<file path="config.mk">
export PLATFORM = sky130hd
export DESIGN_NAME = mpeg_ps_video_demux_unit_flat
export DESIGN_NICKNAME = d
export VERILOG_FILES = /design/src/mpsvd_pkg.sv /design/src/mpsvd_ifs.sv /design/src/mpsvd_pts_unit.sv /design/src/mpsvd_parser.sv /design/src/mpsvd_out_buf.sv /design/src/mpeg_ps_video_demux_unit.sv /design/src/flat_wrapper.sv
export VERILOG_INCLUDE_DIRS = /design/src /design/src/src
export SDC_FILE = /design/constraint.sdc
export NUM_CORES = 1
export LEC_CHECK = 0
export ABC_AREA = 1
export BUFFER_PORTS_ARGS = -buffer_cell sky130_fd_sc_hd__buf_2
export CORE_UTILIZATION = 44
export DETAILED_ROUTE_END_ITERATION = 12
export HOLD_SLACK_MARGIN = 0.08
export SYNTH_ARGS = -nofsm -noshare
export SYNTH_HDL_FRONTEND = slang
export SYNTH_SLANG_ARGS = --single-unit
export TNS_END_PERCENT = 10
</file>
<file path="constraint.sdc">
create_clock -name i_clk -period 8.4 [get_ports i_clk]
set_input_delay 0.84 -clock i_clk [delete_from_list [all_inputs] [get_ports i_clk]]
set_output_delay 0.84 -clock i_clk [all_outputs]
set_load 0.005 [all_outputs]
</file>
<file path="src/assert_macros.svh">
// ----------------------------------------------------------------------------
// Assertion macros
// Shared concurrent assertion forms, clocked on i_clk, off during reset.
// ----------------------------------------------------------------------------
`ifndef ASSERT_MACROS_SVH
`define ASSERT_MACROS_SVH

// Implication checked at every clock edge outside reset.
`define MPSVD_ASSERT_IMPL(label, ante, cons, msg) \
    label: assert property (@(posedge i_clk) disable iff (!i_rst_n) (ante) |-> (cons)) \
        else $error(msg);

// Plain property checked at every clock edge outside reset.
`define MPSVD_ASSERT(label, prop, msg) \
    label: assert property (@(posedge i_clk) disable iff (!i_rst_n) (prop)) \
        else $error(msg);

`endif

</file>
<file path="src/mpsvd_pkg.sv">
// ----------------------------------------------------------------------------
// mpsvd_pkg
// Types, codes and helpers of the program stream video demultiplexer.
// ----------------------------------------------------------------------------
package mpsvd_pkg;

    localparam int PAYLOAD_W         = 8;
    localparam int FRAME_BYTES_W     = 19;
    localparam int PTS_W             = 33;
    localparam int MS_W              = 27;
    localparam int FRAME_COUNT_BITS_DEF = 19;

    localparam logic [FRAME_BYTES_W-1:0] FRAME_BYTES_MAX = '1;

    localparam logic [7:0]  SID_PACK       = 8'hBA;
    localparam logic [7:0]  SID_SYSTEM     = 8'hBB;
    localparam logic [7:0]  VIDEO_ID_RESET = 8'hE0;
    localparam logic [23:0] START_PREFIX   = 24'h000001;
    localparam logic [23:0] WINDOW_IDLE    = 24'hFFFFFF;
    localparam logic [15:0] PACK_FIXED_LEN = 16'd9;
    localparam logic [1:0]  PES_MARKER     = 2'b10;
    localparam logic [15:0] PTS_BYTES      = 16'd5;
    localparam int          DIV_BASE       = 90;

    typedef enum logic {
        KIND_PAYLOAD   = 1'b0,
        KIND_FRAME_END = 1'b1
    } t_kind;

    typedef enum logic [3:0] {
        PH_HUNT,
        PH_PACK_FIXED,
        PH_PACK_STUFF,
        PH_LEN_HI,
        PH_LEN_LO,
        PH_SKIP,
        PH_PES_LEN_HI,
        PH_PES_LEN_LO,
        PH_PES_MARK,
        PH_PES_FLAGS,
        PH_PES_HLEN,
        PH_PES_HDR,
        PH_PES_DATA,
        PH_PES_DROP
    } t_phase;

    typedef enum logic [2:0] {
        PTS_TOP    = 3'd0,
        PTS_MID_HI = 3'd1,
        PTS_MID_LO = 3'd2,
        PTS_LOW_HI = 3'd3,
        PTS_LOW_LO = 3'd4
    } t_pts_step;

    typedef struct packed {
        logic       en;
        t_pts_step  step;
        logic       commit;
        logic [7:0] data;
    } t_pts_ctl;

    typedef struct packed {
        logic [MS_W-1:0] q;
        logic [6:0]      r;
    } t_div;

    typedef struct packed {
        t_kind                    kind;
        logic [PAYLOAD_W-1:0]     payload_byte;
        logic [FRAME_BYTES_W-1:0] frame_bytes;
        logic [PTS_W-1:0]         pts_ticks;
        logic [MS_W-1:0]          stamp_ms;
        logic                     key_frame;
    } t_result;

    // Shift the low nbits of v, MSB first, into a running quotient/remainder by 90.
    function automatic t_div div90_push(input t_div d, input logic [7:0] v,
                                        input logic [3:0] nbits);
        t_div       res;
        logic [7:0] t;
        res = d;
        for (int i = 7; i >= 0; i--) begin
            if (4'(i) < nbits) begin
                t = {res.r, v[3'(i)]};
                if (t >= 8'(DIV_BASE)) begin
                    res.r = 7'(t - 8'(DIV_BASE));
                    res.q = {res.q[MS_W-2:0], 1'b1};
                end else begin
                    res.r = t[6:0];
                    res.q = {res.q[MS_W-2:0], 1'b0};
                end
            end
        end
        return res;
    endfunction

endpackage

</file>
<file path="src/mpsvd_ifs.sv">
// ----------------------------------------------------------------------------
// mpsvd interfaces
// Valid/ready channels for stream bytes, configuration and results.
// ----------------------------------------------------------------------------
interface mpsvd_byte_if;
    logic       valid;
    logic       ready;
    logic [7:0] stream_byte;
    modport source (output valid, output stream_byte, input ready);
    modport sink   (input valid, input stream_byte, output ready);
endinterface

interface mpsvd_cfg_if;
    logic       valid;
    logic       ready;
    logic [7:0] video_stream_id;
    modport source (output valid, output video_stream_id, input ready);
    modport sink   (input valid, input video_stream_id, output ready);
endinterface

interface mpsvd_result_if;
    logic        valid;
    logic        ready;
    logic        kind;
    logic [7:0]  payload_byte;
    logic [18:0] frame_bytes;
    logic [32:0] pts_ticks;
    logic [26:0] stamp_ms;
    logic        key_frame;
    modport source (output valid, output kind, output payload_byte, output frame_bytes,
                    output pts_ticks, output stamp_ms, output key_frame, input ready);
    modport sink   (input valid, input kind, input payload_byte, input frame_bytes,
                    input pts_ticks, input stamp_ms, input key_frame, output ready);
endinterface

</file>
<file path="src/mpsvd_pts_unit.sv">
// ----------------------------------------------------------------------------
// mpsvd_pts_unit
// Assembles the 33-bit PTS and its quotient by 90, one header byte per step.
// ----------------------------------------------------------------------------
module mpsvd_pts_unit (
    input  logic                            i_clk,
    input  logic                            i_rst_n,
    input  mpsvd_pkg::t_pts_ctl             i_ctl,
    output logic [mpsvd_pkg::PTS_W-1:0]     o_frame_pts,
    output logic [mpsvd_pkg::MS_W-1:0]      o_frame_ms
);

    logic [mpsvd_pkg::PTS_W-1:0] r_build, n_build;
    mpsvd_pkg::t_div             r_div, n_div;
    logic [mpsvd_pkg::PTS_W-1:0] r_frame_pts;
    logic [mpsvd_pkg::MS_W-1:0]  r_frame_ms;

    always_comb begin
        n_build = r_build;
        n_div   = r_div;
        unique case (i_ctl.step)
            mpsvd_pkg::PTS_TOP: begin
                n_build = {30'd0, i_ctl.data[3:1]};
                n_div   = mpsvd_pkg::div90_push('0, {5'd0, i_ctl.data[3:1]}, 4'd3);
            end
            mpsvd_pkg::PTS_MID_HI, mpsvd_pkg::PTS_LOW_HI: begin
                n_build = {r_build[24:0], i_ctl.data};
                n_div   = mpsvd_pkg::div90_push(r_div, i_ctl.data, 4'd8);
            end
            mpsvd_pkg::PTS_MID_LO, mpsvd_pkg::PTS_LOW_LO: begin
                n_build = {r_build[25:0], i_ctl.data[7:1]};
                n_div   = mpsvd_pkg::div90_push(r_div, {1'b0, i_ctl.data[7:1]}, 4'd7);
            end
            default: begin
                n_build = r_build;
                n_div   = r_div;
            end
        endcase
    end

    always_ff @(posedge i_clk) begin
        if (!i_rst_n) begin
            r_build     <= '0;
            r_div       <= '0;
            r_frame_pts <= '0;
            r_frame_ms  <= '0;
        end else if (i_ctl.en) begin
            r_build <= n_build;
            r_div   <= n_div;
            if (i_ctl.step == mpsvd_pkg::PTS_LOW_LO && i_ctl.commit) begin
                r_frame_pts <= n_build;
                r_frame_ms  <= n_div.q;
            end
        end
    end

    assign o_frame_pts = r_frame_pts;
    assign o_frame_ms  = r_frame_ms;

endmodule

</file>
<file path="src/mpsvd_parser.sv">
// ----------------------------------------------------------------------------
// mpsvd_parser
// Start code hunt, header skipping and PES parsing, one byte per transaction.
// ----------------------------------------------------------------------------
module mpsvd_parser #(
    parameter int FRAME_COUNT_BITS = mpsvd_pkg::FRAME_COUNT_BITS_DEF
) (
    input  logic                            i_clk,
    input  logic                            i_rst_n,
    input  logic                            i_accept,
    input  logic [7:0]                      i_byte,
    input  logic [7:0]                      i_video_id,
    input  logic [mpsvd_pkg::PTS_W-1:0]     i_frame_pts,
    input  logic [mpsvd_pkg::MS_W-1:0]      i_frame_ms,
    output mpsvd_pkg::t_pts_ctl             o_pts_ctl,
    output logic                            o_push,
    output mpsvd_pkg::t_result              o_result
);

    localparam int CW = (FRAME_COUNT_BITS > mpsvd_pkg::FRAME_BYTES_W) ?
                        FRAME_COUNT_BITS : mpsvd_pkg::FRAME_BYTES_W;

    mpsvd_pkg::t_phase           r_phase, n_phase;
    logic [23:0]                 r_window, n_window;
    logic [15:0]                 r_skip, n_skip;
    logic [15:0]                 r_payload_left, n_payload_left;
    logic [7:0]                  r_header_left, n_header_left;
    logic [1:0]                  r_ts_flags, n_ts_flags;
    logic                        r_key_seen, n_key_seen;
    logic [FRAME_COUNT_BITS-1:0] r_frame_count, n_frame_count;
    logic                        r_is_video, n_is_video;

    logic        prefix_hit;
    logic        skip_last;
    logic        payload_last;
    logic        header_last;
    logic [15:0] skip_dec;
    logic [CW-1:0] count_ext;
    logic [mpsvd_pkg::FRAME_BYTES_W-1:0] frame_bytes;
    logic        push;
    mpsvd_pkg::t_pts_ctl pts_ctl;

    assign prefix_hit   = (r_window == mpsvd_pkg::START_PREFIX);
    assign skip_last    = (r_skip <= 16'd1);
    assign payload_last = (r_payload_left <= 16'd1);
    assign header_last  = (r_header_left <= 8'd1);
    assign skip_dec     = (r_skip != 16'd0) ? r_skip - 16'd1 : 16'd0;
    assign count_ext    = CW'(r_frame_count);
    assign frame_bytes  = (count_ext > CW'(mpsvd_pkg::FRAME_BYTES_MAX)) ?
                          mpsvd_pkg::FRAME_BYTES_MAX : count_ext[mpsvd_pkg::FRAME_BYTES_W-1:0];

    // next state
    always_comb begin
        n_phase = r_phase;
        unique case (r_phase)
            mpsvd_pkg::PH_HUNT: begin
                if (prefix_hit) begin
                    priority if (i_byte == mpsvd_pkg::SID_PACK) begin
                        n_phase = mpsvd_pkg::PH_PACK_FIXED;
                    end else if (i_byte == i_video_id) begin
                        n_phase = mpsvd_pkg::PH_PES_LEN_HI;
                    end else begin
                        n_phase = mpsvd_pkg::PH_LEN_HI;
                    end
                end
            end
            mpsvd_pkg::PH_PACK_FIXED: begin
                if (skip_last) n_phase = mpsvd_pkg::PH_PACK_STUFF;
            end
            mpsvd_pkg::PH_PACK_STUFF: begin
                n_phase = (i_byte[2:0] != 3'd0) ? mpsvd_pkg::PH_SKIP : mpsvd_pkg::PH_HUNT;
            end
            mpsvd_pkg::PH_LEN_HI: n_phase = mpsvd_pkg::PH_LEN_LO;
            mpsvd_pkg::PH_LEN_LO: begin
                n_phase = (r_skip[15:8] != 8'd0 || i_byte != 8'd0) ?
                          mpsvd_pkg::PH_SKIP : mpsvd_pkg::PH_HUNT;
            end
            mpsvd_pkg::PH_SKIP: begin
                if (skip_last) n_phase = mpsvd_pkg::PH_HUNT;
            end
            mpsvd_pkg::PH_PES_LEN_HI: n_phase = mpsvd_pkg::PH_PES_LEN_LO;
            mpsvd_pkg::PH_PES_LEN_LO: begin
                n_phase = (r_payload_left[15:8] != 8'd0 || i_byte != 8'd0) ?
                          mpsvd_pkg::PH_PES_MARK : mpsvd_pkg::PH_HUNT;
            end
            mpsvd_pkg::PH_PES_MARK, mpsvd_pkg::PH_PES_FLAGS, mpsvd_pkg::PH_PES_HLEN,
            mpsvd_pkg::PH_PES_HDR, mpsvd_pkg::PH_PES_DATA, mpsvd_pkg::PH_PES_DROP: begin
                priority if (payload_last) begin
                    n_phase = mpsvd_pkg::PH_HUNT;
                end else if (r_phase == mpsvd_pkg::PH_PES_MARK) begin
                    n_phase = (i_byte[7:6] == mpsvd_pkg::PES_MARKER) ?
                              mpsvd_pkg::PH_PES_FLAGS : mpsvd_pkg::PH_PES_DROP;
                end else if (r_phase == mpsvd_pkg::PH_PES_FLAGS) begin
                    n_phase = mpsvd_pkg::PH_PES_HLEN;
                end else if (r_phase == mpsvd_pkg::PH_PES_HLEN) begin
                    n_phase = (i_byte != 8'd0) ? mpsvd_pkg::PH_PES_HDR : mpsvd_pkg::PH_PES_DATA;
                end else if (r_phase == mpsvd_pkg::PH_PES_HDR) begin
                    n_phase = header_last ? mpsvd_pkg::PH_PES_DATA : mpsvd_pkg::PH_PES_HDR;
                end else begin
                    n_phase = r_phase;
                end
            end
            default: n_phase = mpsvd_pkg::PH_HUNT;
        endcase
    end

    // datapath and result
    always_comb begin
        n_window       = (r_phase == mpsvd_pkg::PH_HUNT && !prefix_hit) ?
                         {r_window[15:0], i_byte} : mpsvd_pkg::WINDOW_IDLE;
        n_skip         = r_skip;
        n_payload_left = r_payload_left;
        n_header_left  = r_header_left;
        n_ts_flags     = r_ts_flags;
        n_key_seen     = r_key_seen;
        n_frame_count  = r_frame_count;
        n_is_video     = r_is_video;
        push           = 1'b0;
        o_result       = '0;
        pts_ctl        = '0;
        pts_ctl.data   = i_byte;
        pts_ctl.commit = r_is_video;
        unique case (r_phase)
            mpsvd_pkg::PH_HUNT: begin
                if (prefix_hit) begin
                    priority if (i_byte == mpsvd_pkg::SID_PACK) begin
                        if (r_frame_count != '0) begin
                            push                 = 1'b1;
                            o_result.kind        = mpsvd_pkg::KIND_FRAME_END;
                            o_result.frame_bytes = frame_bytes;
                            o_result.pts_ticks   = i_frame_pts;
                            o_result.stamp_ms    = i_frame_ms;
                            o_result.key_frame   = r_key_seen;
                            n_frame_count        = '0;
                            n_key_seen           = 1'b0;
                        end
                        n_is_video = 1'b0;
                        n_skip     = mpsvd_pkg::PACK_FIXED_LEN;
                    end else if (i_byte == i_video_id) begin
                        n_is_video = 1'b1;
                    end else begin
                        n_is_video = 1'b0;
                        if (i_byte == mpsvd_pkg::SID_SYSTEM) n_key_seen = 1'b1;
                    end
                end
            end
            mpsvd_pkg::PH_PACK_FIXED, mpsvd_pkg::PH_SKIP: n_skip = skip_dec;
            mpsvd_pkg::PH_PACK_STUFF: n_skip = {13'd0, i_byte[2:0]};
            mpsvd_pkg::PH_LEN_HI:     n_skip = {i_byte, 8'd0};
            mpsvd_pkg::PH_LEN_LO:     n_skip = {r_skip[15:8], i_byte};
            mpsvd_pkg::PH_PES_LEN_HI: n_payload_left = {i_byte, 8'd0};
            mpsvd_pkg::PH_PES_LEN_LO: n_payload_left = {r_payload_left[15:8], i_byte};
            mpsvd_pkg::PH_PES_MARK, mpsvd_pkg::PH_PES_FLAGS, mpsvd_pkg::PH_PES_HLEN,
            mpsvd_pkg::PH_PES_HDR, mpsvd_pkg::PH_PES_DATA, mpsvd_pkg::PH_PES_DROP: begin
                n_payload_left = (r_payload_left != 16'd0) ? r_payload_left - 16'd1 : 16'd0;
                if (r_phase == mpsvd_pkg::PH_PES_FLAGS) begin
                    n_ts_flags = i_byte[7:6];
                end
                if (r_phase == mpsvd_pkg::PH_PES_HLEN) begin
                    n_header_left = i_byte;
                    n_skip        = 16'd0;
                end
                if (r_phase == mpsvd_pkg::PH_PES_HDR) begin
                    if (r_ts_flags[1] && r_skip < mpsvd_pkg::PTS_BYTES) begin
                        pts_ctl.en   = 1'b1;
                        pts_ctl.step = mpsvd_pkg::t_pts_step'(r_skip[2:0]);
                    end
                    if (r_skip != 16'hFFFF) n_skip = r_skip + 16'd1;
                    n_header_left = (r_header_left != 8'd0) ? r_header_left - 8'd1 : 8'd0;
                end
                if (r_phase == mpsvd_pkg::PH_PES_DATA && r_is_video) begin
                    push                  = 1'b1;
                    o_result.kind         = mpsvd_pkg::KIND_PAYLOAD;
                    o_result.payload_byte = i_byte;
                    if (r_frame_count != '1) begin
                        n_frame_count = r_frame_count + FRAME_COUNT_BITS'(1);
                    end
                end
            end
            default: n_skip = r_skip;
        endcase
    end

    always_ff @(posedge i_clk) begin
        if (!i_rst_n) begin
            r_phase        <= mpsvd_pkg::PH_HUNT;
            r_window       <= mpsvd_pkg::WINDOW_IDLE;
            r_skip         <= '0;
            r_payload_left <= '0;
            r_header_left  <= '0;
            r_ts_flags     <= '0;
            r_key_seen     <= 1'b0;
            r_frame_count  <= '0;
            r_is_video     <= 1'b0;
        end else if (i_accept) begin
            r_phase        <= n_phase;
            r_window       <= n_window;
            r_skip         <= n_skip;
            r_payload_left <= n_payload_left;
            r_header_left  <= n_header_left;
            r_ts_flags     <= n_ts_flags;
            r_key_seen     <= n_key_seen;
            r_frame_count  <= n_frame_count;
            r_is_video     <= n_is_video;
        end
    end

    always_comb begin
        o_pts_ctl    = pts_ctl;
        o_pts_ctl.en = pts_ctl.en && i_accept;
    end

    assign o_push = push && i_accept;

endmodule

</file>
<file path="src/mpsvd_out_buf.sv">
// ----------------------------------------------------------------------------
// mpsvd_out_buf
// Two-entry result register: output stage plus skid stage.
// ----------------------------------------------------------------------------
module mpsvd_out_buf (
    input  logic               i_clk,
    input  logic               i_rst_n,
    input  logic               i_push,
    input  mpsvd_pkg::t_result i_data,
    output logic               o_space,
    output logic               o_valid,
    output mpsvd_pkg::t_result o_data,
    input  logic               i_ready
);

    logic               r_main_valid;
    logic               r_skid_valid;
    mpsvd_pkg::t_result r_main;
    mpsvd_pkg::t_result r_skid;
    logic               pop;

    assign pop = r_main_valid && i_ready;

    always_ff @(posedge i_clk) begin
        if (!i_rst_n) begin
            r_main_valid <= 1'b0;
            r_skid_valid <= 1'b0;
        end else if (r_skid_valid) begin
            if (pop) begin
                r_skid_valid <= 1'b0;
            end
        end else if (i_push && r_main_valid && !pop) begin
            r_skid_valid <= 1'b1;
        end else if (i_push) begin
            r_main_valid <= 1'b1;
        end else if (pop) begin
            r_main_valid <= 1'b0;
        end
    end

    // payload: advance skid into main on pop, else load new transaction
    always_ff @(posedge i_clk) begin
        if (r_skid_valid) begin
            if (pop) r_main <= r_skid;
        end else if (i_push && r_main_valid && !pop) begin
            r_skid <= i_data;
        end else if (i_push) begin
            r_main <= i_data;
        end
    end

    assign o_space = !r_skid_valid;
    assign o_valid = r_main_valid;
    assign o_data  = r_main;

endmodule

</file>
<file path="src/mpeg_ps_video_demux_unit.sv">
// ----------------------------------------------------------------------------
// mpeg_ps_video_demux_unit
// MPEG-2 program stream video demultiplexer, one stream byte per transaction.
// ----------------------------------------------------------------------------
// Takes one program stream byte per clock while the output buffer has room,
// and forwards the payload of the configured video PES stream, with a
// frame-end result (byte count, PTS, PTS in milliseconds, key flag) at each
// pack header that closes a non-empty frame. Each byte is parsed in the cycle
// it is accepted and its result, if any, is registered in the output buffer,
// so throughput is one byte per cycle while the result side keeps up. The
// output has a two-entry buffer; byte ready drops only when both entries hold
// results. The PTS quotient by 90 is built bit-serially as the PTS bytes
// arrive, so stamp_ms needs no divider after the frame ends. The configuration
// channel is always ready; write it only while the block is idle.
`include "assert_macros.svh"

module mpeg_ps_video_demux_unit #(
    parameter int FRAME_COUNT_BITS = mpsvd_pkg::FRAME_COUNT_BITS_DEF
) (
    input  logic                   i_clk,
    input  logic                   i_rst_n,
    mpsvd_byte_if.sink             i_byte,
    mpsvd_cfg_if.sink              i_cfg,
    mpsvd_result_if.source         o_result
);

    logic [7:0]                   r_video_id;
    logic                         accept;
    logic                         buf_space;
    logic                         push;
    mpsvd_pkg::t_result           result;
    mpsvd_pkg::t_result           out_data;
    mpsvd_pkg::t_pts_ctl          pts_ctl;
    logic [mpsvd_pkg::PTS_W-1:0]  frame_pts;
    logic [mpsvd_pkg::MS_W-1:0]   frame_ms;
    logic [33:0]                  ms_x90;

    assign i_cfg.ready  = 1'b1;
    assign i_byte.ready = buf_space;
    assign accept       = i_byte.valid && buf_space;

    always_ff @(posedge i_clk) begin
        if (!i_rst_n) begin
            r_video_id <= mpsvd_pkg::VIDEO_ID_RESET;
        end else if (i_cfg.valid) begin
            r_video_id <= i_cfg.video_stream_id;
        end
    end

    mpsvd_parser #(
        .FRAME_COUNT_BITS (FRAME_COUNT_BITS)
    ) u_parser (
        .i_clk       (i_clk),
        .i_rst_n     (i_rst_n),
        .i_accept    (accept),
        .i_byte      (i_byte.stream_byte),
        .i_video_id  (r_video_id),
        .i_frame_pts (frame_pts),
        .i_frame_ms  (frame_ms),
        .o_pts_ctl   (pts_ctl),
        .o_push      (push),
        .o_result    (result)
    );

    mpsvd_pts_unit u_pts (
        .i_clk       (i_clk),
        .i_rst_n     (i_rst_n),
        .i_ctl       (pts_ctl),
        .o_frame_pts (frame_pts),
        .o_frame_ms  (frame_ms)
    );

    mpsvd_out_buf u_out (
        .i_clk   (i_clk),
        .i_rst_n (i_rst_n),
        .i_push  (push),
        .i_data  (result),
        .o_space (buf_space),
        .o_valid (o_result.valid),
        .o_data  (out_data),
        .i_ready (o_result.ready)
    );

    assign o_result.kind         = out_data.kind;
    assign o_result.payload_byte = out_data.payload_byte;
    assign o_result.frame_bytes  = out_data.frame_bytes;
    assign o_result.pts_ticks    = out_data.pts_ticks;
    assign o_result.stamp_ms     = out_data.stamp_ms;
    assign o_result.key_frame    = out_data.key_frame;

    assign ms_x90 = 34'(o_result.stamp_ms) * 34'd90;

    `MPSVD_ASSERT_IMPL(a_ms_matches_pts,
        (o_result.valid && o_result.kind == 1'(mpsvd_pkg::KIND_FRAME_END)),
        (ms_x90 <= 34'(o_result.pts_ticks) && 34'(o_result.pts_ticks) - ms_x90 < 34'd90),
        "stamp_ms is not pts_ticks / 90")
    `MPSVD_ASSERT_IMPL(a_frame_not_empty,
        (o_result.valid && o_result.kind == 1'(mpsvd_pkg::KIND_FRAME_END)),
        (o_result.frame_bytes != '0),
        "frame-end transaction with zero frame bytes")
    `MPSVD_ASSERT_IMPL(a_payload_fields_clear,
        (o_result.valid && o_result.kind == 1'(mpsvd_pkg::KIND_PAYLOAD)),
        (o_result.frame_bytes == '0 && o_result.pts_ticks == '0 &&
         o_result.stamp_ms == '0 && o_result.key_frame == 1'b0),
        "payload transaction carries frame-end fields")

endmodule

</file>
<file path="src/flat_wrapper.sv">
// flat-port wrapper written by rule: the top's interface ports become plain ports
module mpeg_ps_video_demux_unit_flat 
#(
    parameter int FRAME_COUNT_BITS = mpsvd_pkg::FRAME_COUNT_BITS_DEF
)
  (i_clk, i_rst_n, i_byte_valid, i_byte_stream_byte, i_byte_ready, i_cfg_valid, i_cfg_video_stream_id, i_cfg_ready, o_result_valid, o_result_kind, o_result_payload_byte, o_result_frame_bytes, o_result_pts_ticks, o_result_stamp_ms, o_result_key_frame, o_result_ready);
  mpsvd_byte_if i_byte_i ();
  mpsvd_cfg_if i_cfg_i ();
  mpsvd_result_if o_result_i ();
  input  logic i_clk;
  input  logic i_rst_n;
  input wire logic [$bits(i_byte_i.valid)-1:0] i_byte_valid;
  input wire logic [$bits(i_byte_i.stream_byte)-1:0] i_byte_stream_byte;
  output wire logic [$bits(i_byte_i.ready)-1:0] i_byte_ready;
  input wire logic [$bits(i_cfg_i.valid)-1:0] i_cfg_valid;
  input wire logic [$bits(i_cfg_i.video_stream_id)-1:0] i_cfg_video_stream_id;
  output wire logic [$bits(i_cfg_i.ready)-1:0] i_cfg_ready;
  output wire logic [$bits(o_result_i.valid)-1:0] o_result_valid;
  output wire logic [$bits(o_result_i.kind)-1:0] o_result_kind;
  output wire logic [$bits(o_result_i.payload_byte)-1:0] o_result_payload_byte;
  output wire logic [$bits(o_result_i.frame_bytes)-1:0] o_result_frame_bytes;
  output wire logic [$bits(o_result_i.pts_ticks)-1:0] o_result_pts_ticks;
  output wire logic [$bits(o_result_i.stamp_ms)-1:0] o_result_stamp_ms;
  output wire logic [$bits(o_result_i.key_frame)-1:0] o_result_key_frame;
  input wire logic [$bits(o_result_i.ready)-1:0] o_result_ready;
  assign i_byte_i.valid = i_byte_valid;
  assign i_byte_i.stream_byte = i_byte_stream_byte;
  assign i_byte_ready = i_byte_i.ready;
  assign i_cfg_i.valid = i_cfg_valid;
  assign i_cfg_i.video_stream_id = i_cfg_video_stream_id;
  assign i_cfg_ready = i_cfg_i.ready;
  assign o_result_valid = o_result_i.valid;
  assign o_result_kind = o_result_i.kind;
  assign o_result_payload_byte = o_result_i.payload_byte;
  assign o_result_frame_bytes = o_result_i.frame_bytes;
  assign o_result_pts_ticks = o_result_i.pts_ticks;
  assign o_result_stamp_ms = o_result_i.stamp_ms;
  assign o_result_key_frame = o_result_i.key_frame;
  assign o_result_i.ready = o_result_ready;
  mpeg_ps_video_demux_unit #(.FRAME_COUNT_BITS(FRAME_COUNT_BITS)) u_core (.i_clk(i_clk), .i_rst_n(i_rst_n), .i_byte(i_byte_i), .i_cfg(i_cfg_i), .o_result(o_result_i));
endmodule
</file>
==> flow_summary.ini <==
[cts]
cts_buffers = 43
cts_setup_buffers = 0
postCtsHoldBufs = 0
clock_latency_ns = 0.58
h-tree-depth = 2
cts_buffer_depth = 3
path_clk_slew_ns = 0.06
cts_sinks = 388
cts_root_buf = clkbuf_16
cts_tree = built
ctsResizeCount = 0

[floorplan]
die_h_microns = 210
start_util_pct = 44.9
rows = 75
die_x_microns = 210
num_io_pins = 113
dieArea_sq_um = 43900
core-area_sq_um = 42200

[global_routing]
grt_busiest_layer = met2
grt_max_degree = 91
use_met3_pct = 4.01
grt_usage_pct = 22.0
grtUsageMet2_pct = 35.5
grt_first_pass_wirelength_microns = 77700
grt_pass1_vias = 14731
grt_overflow = 0
antenna_found_initial = 0
met1_usage_pct = 30.0

[critical_path]
required_ns = 8.59
arrival_ns = 4.27
crit_fanout = 89
crit_start = u_core.u_parser.count_ext[0]
r2r-start = u_core.u_parser.count_ext[0]
worst_setup_path_end_kind = register
startpoint_type = register
path_class = register to register

[layout]
fill_cells = 4115
fin_cells = 2967
final_cell_mix = nand2_1 (525), inv_1 (336), dfxtp_1 (209)
drive_gt1_share_pct = 11.7
utilization_pct = 50.0
n_antenna_cell = 0
fin_nets = 2432
final_common_cell = nand2_1
areaGrowthSynthToFinish_pct = 11.5

[yosys]
syn_nets = 2383
synth_cell_types = 54
yosys_warnings = 0
syn_inst = 2345
mappedNetlistArea_sq_um = 18900
syn_avg_cell_area_sq_um = 8.08
ys_ff_latch = 388
ys_seq_area_share_pct = 50.4
async_flop_share_pct = 0
ys.flop_type = dfxtp_1
synth_edf_count = 178

[sta]
min_period_over_period_pct = 48.6
period_minus_slack_ns = 4.09
slew_headroom_pct = 19.2
finalHoldViolations = 0
finalSetupViolCount = 0
fin_skew_ns = 0.0173
grt_setup_unrepaired = false
worst_pin_slew_ns = 1.21
fin_setup_tns_ns = 0
max_freq_mhz = 245
drv_slew = 0

[routing]
routed_wl_microns = 47900
vias = 15617
wl_per_cell_microns = 16.2
drt-pass1-iter-count = 6
ant_nets = 0
drc = 0
drtIter0Drc = 1174
via_per_inst = 5.26

[placement]
place_congestion = 0.903
place_inst = 2888
port_buffers = 111
hpwl_microns = 31500

[run_status]
status = finished clean

[power_and_ir_drop]
finalPower_mw = 3.89
irDropWorstVdd_mv = 0.134
power_density_nw_per_um2 = 184
p_leak_nw = 8.68

[run]
max_cap_viol_count = 0

[hold_path]
min_from = u_core.u_pts.o_frame_ms[5]
hold_class = register to register
==> where the power goes <==
| group | switching (mW) | internal, mW |
|---|---|---|
| registers | 0.00859 | 1.97 |
| clock network | 0.770 | 1.06 |
| logic | 0.0604 | 0.0202 |
==> critical path, cell delays in order, from the launching register on <==
cell and delay, ns:
dfxtp_1 0.34, inv_1 0.18, ha_1 0.18, nand3_1 0.07
nor4_1 0.41, nand4_1 0.42, nand3_4 0.56, a21oi_1 0.17
nand2_1 0.16, a21oi_1 0.13, a21oi_4 0.12, buf_4 0.91
==> final cells by class <==
class / instances / area [sq um] / area share, %
Clock buffer: 65 / 1250 / 5.92
Clock inverter: 14 / 106 / 0.504
Inverter: 365 / 1380 / 6.51
Multi-Input combinational cell: 1471 / 7500 / 35.5
Sequential cell: 388 / 9550 / 45.2
Tap cell: 539 / 674 / 3.19
Timing Repair Buffer: 125 / 661 / 3.13
==> routing by layer <==
layer	part of all wire [%]	vias up	wire, microns
met3	5.6	88	2700
met5	0	-	0
met2	45	389	21600
met4	2.4	0	1160
met1	47	7287	22500
li1	-	7853	-
==> cells in the mapped netlist (3+ instances only) <==
master,count,area [sq um]
nand2_1,525,1970
inv_1,336,1260
dfxtp_1,210,4200
nor2_1,202,758
edfxtp_1,178,5350
a21oi_1,152,761
o21ai_0,102,510
clkbuf_1,75,282
nand3_1,74,370
o21ai_1,73,365
o221ai_1,59,517
a21oi_2,48,420
xor2_1,30,263
nand4_1,29,181
nor3_1,29,145
o211ai_1,27,203
inv_2,22,82.6
nor4_1,19,119
buf_1,17,63.8
ha_1,17,213
o22ai_1,15,93.8
buf_2,14,70.1
buf_6,8,90.1
or2_2,8,50.1
xnor2_1,8,70.1
clkinv_1,7,26.3
buf_4,6,45.0
nand2_2,5,31.3
nor3_2,4,40.0
o2111ai_1,4,35.0
a211oi_1,3,22.5
a21o_1,3,22.5
a31oi_1,3,18.8
nor3b_1,3,22.5
o211a_1,3,30.0
o31ai_1,3,22.5
==> state kept, by name, summed over array words and instances, names as in the netlist, 4 cells and up <==
name and cells:
u_core.u_parser.r_header_left 8, u_core.u_parser.r_phase 4, u_core.u_pts.o_frame_pts 33, u_core.u_pts.o_frame_ms 27, u_core.u_pts.r_build 26, u_core.u_parser.r_window 24
u_core.u_parser.r_payload_left 16, u_core.r_video_id 8, u_core.u_pts.r_div 24, u_core.u_out.r_skid 89, u_core.u_out.o_data 89, u_core.u_parser.count_ext 19
u_core.u_parser.r_skip 16
==> logic make-up after synthesis <==
| group | count (synthesis) | share of synthesized area, % |
|---|---|---|
| DFF | 388 | 50.4 |
| xor gates and xnor gates | 38 | 1.76 |
| buffers and inverters | 486 | 10.2 |
| adders and majority gates | 17 | 1.12 |
| AOI/OAI and AO/OA | 507 | 16.5 |
| and+or+nand+nor | 908 | 20.0 |
| other | 1 | 0.0198 |
==> per-stage QoR <==
step	setup slack (ns)	area, sq um	hold WS [ns]
final	4.31	21100	0.450
after floorplan	1.34	18900	0.425
after detailed placement	3.76	19800	0.441
after global routing	3.90	21100	0.475
after CTS	4.23	21100	0.451
after global placement	3.91	19800	0.435
==> worst paths after layout <==
path | slack (ns) | cells past startpoint | end
min | 0.45 | 2 | u_core.u_pts.o_frame_ms[5]
min reg2reg | 0.45 | 2 | u_core.u_pts.o_frame_ms[5]
max reg2reg | 4.31 | 11 | u_core.u_out.o_data[49]
max | 4.31 | 11 | u_core.u_out.o_data[49]
Power figures use the tool's default switching activity.
